--- config.mk ---
export PLATFORM = sky130hd
export DESIGN_NAME = sorted_set_insert_union_unit
export DESIGN_NICKNAME = d
export VERILOG_FILES = /design/src/hdl/ssiu_pkg.sv /design/src/hdl/ssiu_ram.sv /design/src/hdl/ssiu_cmp.sv /design/src/hdl/sorted_set_insert_union_unit.sv
export SDC_FILE = /design/constraint.sdc
export NUM_CORES = 2
export LEC_CHECK = 0
export ABC_AREA = 1
export BUFFER_PORTS_ARGS = -buffer_cell sky130_fd_sc_hd__buf_2
export CAP_MARGIN = 20
export CORE_UTILIZATION = 49
export CTS_BUF_LIST = sky130_fd_sc_hd__clkbuf_4 sky130_fd_sc_hd__clkbuf_8 sky130_fd_sc_hd__clkbuf_16
export CTS_CLUSTER_SIZE = 24
export DETAILED_ROUTE_END_ITERATION = 10
export PLACE_DENSITY = 0.76
export REMOVE_ABC_BUFFERS = 1
export SYNTH_ARGS = -nofsm -noshare
export SYNTH_HDL_FRONTEND = slang
export SYNTH_SLANG_ARGS = --single-unit
--- constraint.sdc ---
create_clock -name i_clk -period 4.3 [get_ports i_clk]
set_input_delay 0 -clock i_clk [delete_from_list [all_inputs] [get_ports i_clk]]
set_output_delay 0 -clock i_clk [all_outputs]
set_load 0.01 [all_outputs]
--- src/hdl/ssiu_pkg.sv ---
// shared types and constants of the sorted set insert and union unit
// no dependencies; imported by every module of the block
package ssiu_pkg;

    // data path width and default table depth
    localparam int DATA_W        = 32;
    localparam int SET_DEPTH_DEF = 16;

    // request codes
    localparam logic [1:0] REQ_INS_A = 2'd0;
    localparam logic [1:0] REQ_INS_B = 2'd1;
    localparam logic [1:0] REQ_UNION = 2'd2;

    // result status codes
    localparam logic [2:0] ST_INSERTED    = 3'd0;
    localparam logic [2:0] ST_DUPLICATE   = 3'd1;
    localparam logic [2:0] ST_FULL        = 3'd2;
    localparam logic [2:0] ST_UNION_ELEM  = 3'd3;
    localparam logic [2:0] ST_UNION_EMPTY = 3'd4;

    // outcome of the shared signed compare
    typedef struct packed {
        logic lt;
        logic eq;
        logic gt;
    } t_cmp_res;

endpackage

--- src/hdl/ssiu_ram.sv ---
// single write port, single read port table storage with registered read data
// depends on ssiu_pkg for the data width
module ssiu_ram
    import ssiu_pkg::*;
#(
    parameter int DEPTH = SET_DEPTH_DEF,
    parameter int AW    = 4
) (
    input  logic                     i_clk,
    input  logic                     i_we,
    input  logic [AW-1:0]            i_waddr,
    input  logic signed [DATA_W-1:0] i_wdata,
    input  logic [AW-1:0]            i_raddr,
    output logic signed [DATA_W-1:0] o_rdata
);

    logic signed [DATA_W-1:0] r_mem [DEPTH];

    // write port
    always_ff @(posedge i_clk) begin
        if (i_we) begin
            r_mem[i_waddr] <= i_wdata;
        end
    end

    // registered read port
    always_ff @(posedge i_clk) begin
        o_rdata <= r_mem[i_raddr];
    end

endmodule

--- src/hdl/ssiu_cmp.sv ---
// shared signed compare used by both insert search and union merge
// depends on ssiu_pkg for the data width and the result struct
module ssiu_cmp
    import ssiu_pkg::*;
(
    input  logic signed [DATA_W-1:0] i_x,
    input  logic signed [DATA_W-1:0] i_y,
    output t_cmp_res                 o_res
);

    // two's complement ordering of x against y
    always_comb begin
        o_res.lt = (i_x < i_y);
        o_res.eq = (i_x == i_y);
        o_res.gt = (i_x > i_y);
    end

endmodule

--- src/hdl/sorted_set_insert_union_unit.sv ---
// Sorted set insert/union unit: two ascending tables, one shared comparator, one sequencer.
// Insert: searches down from the top for the slot, then moves each entry above it up one slot;
// a duplicate or full table answers after the search alone.
// Union: a table read and a compare per result, up to 2*SET_DEPTH results; empty tables give one result.
// The result strobe is high for one cycle per result; start is taken again in the cycle of the last one.
// Synchronous active-low reset empties both tables (counts to zero); the receiver cannot stall.
module sorted_set_insert_union_unit
    import ssiu_pkg::*;
#(
    parameter int SET_DEPTH = SET_DEPTH_DEF
) (
    input  logic                     i_clk,
    input  logic                     i_rst_n,
    input  logic                     start,
    output logic                     busy,
    input  logic [1:0]               i_req_type,
    input  logic signed [DATA_W-1:0] i_value,
    output logic                     o_valid,
    output logic signed [DATA_W-1:0] o_result_value,
    output logic [2:0]               o_status,
    output logic                     o_last
);

    localparam int AW = (SET_DEPTH > 1) ? $clog2(SET_DEPTH) : 1;
    localparam int CW = $clog2(SET_DEPTH + 1);
    localparam logic [CW-1:0] FULL_CNT = CW'(SET_DEPTH);
    localparam logic [CW-1:0] ONE      = CW'(1);

    typedef enum logic [7:0] {
        S_IDLE   = 8'b0000_0001,
        S_ISRCH  = 8'b0000_0010,
        S_ICMP   = 8'b0000_0100,
        S_IDEC   = 8'b0000_1000,
        S_ISH_RD = 8'b0001_0000,
        S_ISH_WR = 8'b0010_0000,
        S_URD    = 8'b0100_0000,
        S_UCMP   = 8'b1000_0000
    } t_state;

    t_state r_state, n_state;
    logic [CW-1:0] r_cnt_a, n_cnt_a, r_cnt_b, n_cnt_b;
    logic [CW-1:0] r_idx, n_idx, r_j, n_j;
    logic [CW-1:0] r_ia, n_ia, r_ib, n_ib;
    logic          r_sel, n_sel;
    logic signed [DATA_W-1:0] r_val, n_val;

    logic                     r_out_valid, n_out_valid;
    logic signed [DATA_W-1:0] r_out_value, n_out_value;
    logic [2:0]               r_out_status, n_out_status;
    logic                     r_out_last, n_out_last;

    logic signed [DATA_W-1:0] rd_a, rd_b, rd_sel, cmp_x, cmp_y, wdata;
    logic [AW-1:0]            raddr_a, raddr_b, waddr;
    logic [CW-1:0]            ins_raddr, ua_raddr, ub_raddr, cnt_sel;
    logic                     we;
    t_cmp_res                 cmp;

    // table storage
    ssiu_ram #(.DEPTH(SET_DEPTH), .AW(AW)) u_ram_a (
        .i_clk   (i_clk),
        .i_we    (we && !r_sel),
        .i_waddr (waddr),
        .i_wdata (wdata),
        .i_raddr (raddr_a),
        .o_rdata (rd_a)
    );

    ssiu_ram #(.DEPTH(SET_DEPTH), .AW(AW)) u_ram_b (
        .i_clk   (i_clk),
        .i_we    (we && r_sel),
        .i_waddr (waddr),
        .i_wdata (wdata),
        .i_raddr (raddr_b),
        .o_rdata (rd_b)
    );

    // shared comparator
    ssiu_cmp u_cmp (
        .i_x   (cmp_x),
        .i_y   (cmp_y),
        .o_res (cmp)
    );

    // read address, write port and compare operand selection
    always_comb begin
        rd_sel    = r_sel ? rd_b : rd_a;
        cnt_sel   = r_sel ? r_cnt_b : r_cnt_a;
        ins_raddr = (r_state == S_ISRCH) ? (r_idx - ONE) : (r_j - ONE);
        ua_raddr  = r_ia - ONE;
        ub_raddr  = r_ib - ONE;
        if (r_state == S_URD) begin
            raddr_a = ua_raddr[AW-1:0];
            raddr_b = ub_raddr[AW-1:0];
        end else begin
            raddr_a = ins_raddr[AW-1:0];
            raddr_b = ins_raddr[AW-1:0];
        end
        if (r_state == S_UCMP) begin
            cmp_x = rd_a;
            cmp_y = rd_b;
        end else begin
            cmp_x = rd_sel;
            cmp_y = r_val;
        end
        we    = (r_state == S_ISH_WR) || ((r_state == S_ISH_RD) && (r_j == r_idx));
        waddr = (r_state == S_ISH_WR) ? r_j[AW-1:0] : r_idx[AW-1:0];
        wdata = (r_state == S_ISH_WR) ? rd_sel : r_val;
    end

    // sequencer
    always_comb begin
        n_state      = r_state;
        n_cnt_a      = r_cnt_a;
        n_cnt_b      = r_cnt_b;
        n_idx        = r_idx;
        n_j          = r_j;
        n_ia         = r_ia;
        n_ib         = r_ib;
        n_sel        = r_sel;
        n_val        = r_val;
        n_out_valid  = 1'b0;
        n_out_value  = r_out_value;
        n_out_status = r_out_status;
        n_out_last   = r_out_last;
        unique case (r_state)
            S_IDLE: begin
                if (start) begin
                    unique case (i_req_type)
                        REQ_INS_A, REQ_INS_B: begin
                            n_sel   = i_req_type[0];
                            n_val   = i_value;
                            n_idx   = i_req_type[0] ? r_cnt_b : r_cnt_a;
                            n_state = S_ISRCH;
                        end
                        REQ_UNION: begin
                            n_ia = r_cnt_a;
                            n_ib = r_cnt_b;
                            if (r_cnt_a == '0 && r_cnt_b == '0) begin
                                n_out_valid  = 1'b1;
                                n_out_value  = '0;
                                n_out_status = ST_UNION_EMPTY;
                                n_out_last   = 1'b1;
                            end else begin
                                n_state = S_URD;
                            end
                        end
                        default: ;
                    endcase
                end
            end
            // walk down from the top while entries exceed the value
            S_ISRCH: begin
                n_state = (r_idx == '0) ? S_IDEC : S_ICMP;
            end
            S_ICMP: begin
                if (cmp.gt) begin
                    n_idx   = r_idx - ONE;
                    n_state = S_ISRCH;
                end else if (cmp.eq) begin
                    n_out_valid  = 1'b1;
                    n_out_value  = r_val;
                    n_out_status = ST_DUPLICATE;
                    n_out_last   = 1'b1;
                    n_state      = S_IDLE;
                end else begin
                    n_state = S_IDEC;
                end
            end
            S_IDEC: begin
                if (cnt_sel == FULL_CNT) begin
                    n_out_valid  = 1'b1;
                    n_out_value  = r_val;
                    n_out_status = ST_FULL;
                    n_out_last   = 1'b1;
                    n_state      = S_IDLE;
                end else begin
                    n_j     = cnt_sel;
                    n_state = S_ISH_RD;
                end
            end
            // move entries up one slot, then drop the value into the gap
            S_ISH_RD: begin
                if (r_j == r_idx) begin
                    if (r_sel) begin
                        n_cnt_b = r_cnt_b + ONE;
                    end else begin
                        n_cnt_a = r_cnt_a + ONE;
                    end
                    n_out_valid  = 1'b1;
                    n_out_value  = r_val;
                    n_out_status = ST_INSERTED;
                    n_out_last   = 1'b1;
                    n_state      = S_IDLE;
                end else begin
                    n_state = S_ISH_WR;
                end
            end
            S_ISH_WR: begin
                n_j     = r_j - ONE;
                n_state = S_ISH_RD;
            end
            // merge from the top ends of both tables
            S_URD: begin
                n_state = S_UCMP;
            end
            S_UCMP: begin
                if (r_ia == '0) begin
                    n_out_value = rd_b;
                    n_ib        = r_ib - ONE;
                end else if (r_ib == '0) begin
                    n_out_value = rd_a;
                    n_ia        = r_ia - ONE;
                end else if (cmp.lt) begin
                    n_out_value = rd_b;
                    n_ib        = r_ib - ONE;
                end else begin
                    n_out_value = rd_a;
                    n_ia        = r_ia - ONE;
                    if (cmp.eq) begin
                        n_ib = r_ib - ONE;
                    end
                end
                n_out_valid  = 1'b1;
                n_out_status = ST_UNION_ELEM;
                n_out_last   = (n_ia == '0) && (n_ib == '0);
                n_state      = n_out_last ? S_IDLE : S_URD;
            end
            default: n_state = S_IDLE;
        endcase
    end

    // control registers
    always_ff @(posedge i_clk) begin
        if (!i_rst_n) begin
            r_state     <= S_IDLE;
            r_cnt_a     <= '0;
            r_cnt_b     <= '0;
            r_out_valid <= 1'b0;
        end else begin
            r_state     <= n_state;
            r_cnt_a     <= n_cnt_a;
            r_cnt_b     <= n_cnt_b;
            r_out_valid <= n_out_valid;
        end
    end

    // working and result payload registers
    always_ff @(posedge i_clk) begin
        r_idx        <= n_idx;
        r_j          <= n_j;
        r_ia         <= n_ia;
        r_ib         <= n_ib;
        r_sel        <= n_sel;
        r_val        <= n_val;
        r_out_value  <= n_out_value;
        r_out_status <= n_out_status;
        r_out_last   <= n_out_last;
    end

    assign busy           = (r_state != S_IDLE);
    assign o_valid        = r_out_valid;
    assign o_result_value = r_out_value;
    assign o_status       = r_out_status;
    assign o_last         = r_out_last;

    // table counts stay within the depth
    a_cnt_bound: assert property (@(posedge i_clk) disable iff (!i_rst_n)
        (r_cnt_a <= FULL_CNT) && (r_cnt_b <= FULL_CNT))
        else $error("table count beyond depth");

    // a final result frees the unit, a non-final one keeps it busy
    a_last_idle: assert property (@(posedge i_clk) disable iff (!i_rst_n)
        o_valid |-> (o_last == !busy))
        else $error("last flag and busy disagree");

    // an accepted insert request always starts the search
    a_ins_busy: assert property (@(posedge i_clk) disable iff (!i_rst_n)
        (start && !busy && (i_req_type == REQ_INS_A || i_req_type == REQ_INS_B)) |=> busy)
        else $error("insert request not started");

    // an insert grows the count of exactly one of the two tables by one
    a_cnt_step: assert property (@(posedge i_clk) disable iff (!i_rst_n)
        (o_valid && o_status == ST_INSERTED) |->
            (($past(r_cnt_a) + ONE == r_cnt_a) != ($past(r_cnt_b) + ONE == r_cnt_b)))
        else $error("insert count update wrong");

endmodule
==> summary.md <==
| Metric | Value |
|---|---|
| YS warnings | `0` |
| Proportion of layout cells with a drive suffix above 1 | `0.113` |
| Seq/Total Area, Yosys | `0.699` |
| Setup skew after layout | `68.2 ps` |
| Remaining routing DRC violations | `0` |
| Cell area after layout | `57900 um2` |
| Share of the cycle needed by the critical path after routing | `0.936` |
| Arrival @ worst endpoint | `4580 ps` |
| Number of iterations in the first detailed-routing pass | `6` |
| Number of failing setup endpoints in the final timing report | `0` |
| Pin count of the biggest net entering global routing | `145` |
| Via density per instance | `5.71` |
| Power density over cell area | `455 nW/um2` |
| Static leakage | `21.8 nW` |
| Cell types with the largest area share after synthesis | `sky130_fd_sc_hd__edfxtp_1 67%, sky130_fd_sc_hd__o21ai_0 8.7%, sky130_fd_sc_hd__inv_1 4.9%` |
| Detail Route Antenna Nets | `0` |
| Run status | `finished clean` |
| Max H-tree Level | `3` |
| Library cell used as clock root buffer | `sky130_fd_sc_hd__clkbuf_16` |
| Count of antenna diodes in the layout | `0` |
| Sink Count | `1196` |
| Total negative setup slack | `0 ps` |
| Transition time of the tightest slew-check pin | `1090 ps` |
| Max cap viols | `0` |
| CTS tree | `done` |
| Worst hold-check path type | `in -> reg` |
| Global-route congestion overflow total | `0` |
| Max-slew headroom | `0.271` |
| Worst Path Required | `4850 ps` |
| Width of the die | `322 um` |
| Area after detailed placement | `53100 um2` |
| DRT iter0 DRCs | `4695` |
| Final #Nets | `4607` |
| Setup slack, reg-to-reg | `270 ps` |
| Clock latency at the later pin of the worst-skew pair | `730 ps` |
| Cell count after synthesis | `4377` |
| Highest ir drop seen on vdd | `0.375 mV` |
| Total instance count after detailed placement | `5710` |
| Highest attainable clock frequency | `0.248 GHz` |
| Dominant cell by count in the synthesized netlist | `sky130_fd_sc_hd__edfxtp_1` |
| Post-layout utilization of the core | `0.569` |
| Final non-filler cell total | `6000` |
| Vias post-DR | `34265` |
| IO Pins | `75` |
| Area added between synthesis and finish | `15.3%` |
| Number of buffers created by CTS | `117` |
| Clock-pin transition on the worst setup and hold timing paths | `60 ps` |
| Setup Crit Path Kind | `reg -> reg` |
| Synth Area per Inst | `11.5 um2` |
| Combined area of all synthesized cells | `50200 um2` |
| Placeable core region | `102000 um2` |
| Post-route minimum period | `4030 ps` |
| Detailed Place HPWL | `78000 um` |
| Number of buffers between clock root and the deepest sink | `3` |
| Final GP Congestion | `0.950` |
| Hold Fails Final Rpt | `0` |
| Starting Density | `0.494` |
| Final Power | `26.3 mW` |
| Highest net fanout along the worst path | `57` |
| Portion of synthesized cell area occupied by the leading cell type | `0.666` |
| Category of the worst setup path launch point | `flip-flop` |
| Prevailing post-synth register cell | `sky130_fd_sc_hd__edfxtp_1` |
| Library cell occupying the most area in the post-synthesis netlist | `sky130_fd_sc_hd__edfxtp_1` |
| Number of rows created at floorplan | `117` |
| Via count of the first global-routing pass | `31762` |
| Number of antenna violations at the first check in global routing | `6` |
| Register bit count reported by yosys | `1196` |
| Wire length of the first global-routing pass | `195000 um` |
| DRT Wirelength | `134000 um` |
| Count of unique library cells instantiated by Yosys | `45` |
| Overall Global Routing Usage | `0.255` |
| Number of pins exceeding their max-slew limit in the final report | `0` |
| Wire per inst | `22.3 um` |
| Unrepaired setup endpoints after global routing | `false` |
| Number of enable flip-flop cells after synthesis | `1113` |
| Floorplan die area | `104000 um2` |
| Crit path capture type | `flip-flop` |
| Async set-reset flop share out of synthesis | `0` |
| Chip height | `322 um` |
| Most instantiated cells after synthesis | `1113 x sky130_fd_sc_hd__edfxtp_1, 876 x sky130_fd_sc_hd__o21ai_0, 656 x sky130_fd_sc_hd__inv_1, 643 x sky130_fd_sc_hd__nand2_1, 240 x sky130_fd_sc_hd__a21oi_1` |
| Count of buffers from port buffering | `74` |
## final timing paths
path,start,cells past startpoint,end
worst max-delay path,r_state[4],25,r_state[6]
worst min-delay path,i_value[16],2,r_val[16]
worst max register to register,r_state[4],25,r_state[6]
worst min register to register,r_cnt_b[4],2,r_cnt_b[4]
## sequential cells by signal, indices dropped and copies added, names as in the netlist, 3 cells and up
name,flops
u_ram_a.r_mem,512
u_ram_b.r_mem,512
o_result_value,32
r_val,32
u_ram_a.o_rdata,32
u_ram_b.o_rdata,32
r_state,8
r_cnt_a,5
r_cnt_b,5
r_ia,5
r_ib,5
r_idx,5
r_j,5
o_status,3
## kinds of logic after synthesis
group | count (synthesis) | synth area share
AO/OA/AOI/OAI | 1393 | 0.153
multiplexers | 2 | 0.000399
adder cells (fa/ha/maj) | 41 | 0.0102
XOR/XNOR | 12 | 0.00209
buffers and inverters | 918 | 0.0714
AND/OR/NAND/NOR | 815 | 0.0641
flip-flops | 1196 | 0.699
## cells in the final DEF (no fill, tap or decap), drive strengths merged, types with 2 or more instances in the layout
| master | count |
|---|---|
| a21oi | 242 |
| nor4 | 7 |
| ha | 41 |
| edfxtp | 1113 |
| buf | 237 |
| inv | 665 |
| bufinv | 13 |
| nand4 | 13 |
| clkinv | 47 |
| nand3 | 24 |
| o22ai | 34 |
| nor3b | 2 |
| xor2 | 5 |
| dfxtp | 83 |
| o211ai | 52 |
| o21a | 2 |
| a22oi | 2 |
| o221ai | 128 |
| nor2 | 107 |
| clkbuf | 154 |
| mux2i | 2 |
| nor3 | 14 |
| clkinvlp | 6 |
| xnor2 | 7 |
| or2 | 2 |
| o21ai | 929 |
| dlygate4sd3 | 51 |
| nand2 | 643 |
## final cells by class
| class | count | area (um2) |
|---|---|---|
| fill | 7931 | 43700 |
| clock buffer | 154 | 3310 |
| timing repair inverter | 1 | 5.00 |
| timing repair buffer | 288 | 2560 |
| inverter | 662 | 2490 |
| multi-input combinational | 2263 | 11900 |
| clock inverter | 68 | 771 |
| tap | 1368 | 1710 |
| sequential | 1196 | 35100 |
## through the flow
stage / hold slack, ps / worst slack, ps
CTS: 8.28 / 73.9
detailed placement: 178 / 148
floorplan: 87.2 / -6210
finish: 40.6 / 275
global route: 27.6 / 11.6
global placement: 178 / 265
## what timing repair did
item                                   CTS  global route
gates resized for setup                  0             5
endpoints found under the hold margin   83             0
setup endpoints to repair                0            22
hold buffers                            51             0
setup buffers                            0             7
## power breakdown
group | leakage (nW) | switching (mW) | internal, mW
clock network | 2.03 | 4.47 | 6.23
registers | 10.7 | 0.180 | 13.0
logic | 9.01 | 1.70 | 0.736
## worst max-delay path: stages (launching register included)
cell                      delay (ps)
sky130_fd_sc_hd__dfxtp_1         330
sky130_fd_sc_hd__nor2_2          200
sky130_fd_sc_hd__inv_1           110
sky130_fd_sc_hd__nor3_2          180
sky130_fd_sc_hd__nand2_4         150
sky130_fd_sc_hd__buf_12          210
sky130_fd_sc_hd__nand2_1          80
sky130_fd_sc_hd__o21ai_0         130
sky130_fd_sc_hd__ha_1            320
sky130_fd_sc_hd__nand2_1          70
sky130_fd_sc_hd__nor2_1          230
sky130_fd_sc_hd__nand4_1         250
sky130_fd_sc_hd__nor3_1          340
sky130_fd_sc_hd__nand2_1         220
sky130_fd_sc_hd__nand3_1         270
sky130_fd_sc_hd__nand2_1          80
sky130_fd_sc_hd__nand2_1         100
sky130_fd_sc_hd__nand2_1          60
sky130_fd_sc_hd__inv_1            50
sky130_fd_sc_hd__nand2_1          40
sky130_fd_sc_hd__nor2_1          130
sky130_fd_sc_hd__nand2_1          70
sky130_fd_sc_hd__nand2_1         100
sky130_fd_sc_hd__nand2_1          60
sky130_fd_sc_hd__nand2_1          60
sky130_fd_sc_hd__nor2_1           40
## metal layers
layer,global-route usage,share of wire
met5,0,0
met4,0.111,0.043
met3,0.0560,0.12
met1,0.350,0.39
met2,0.392,0.45
(Power assumes the default switching activity.)
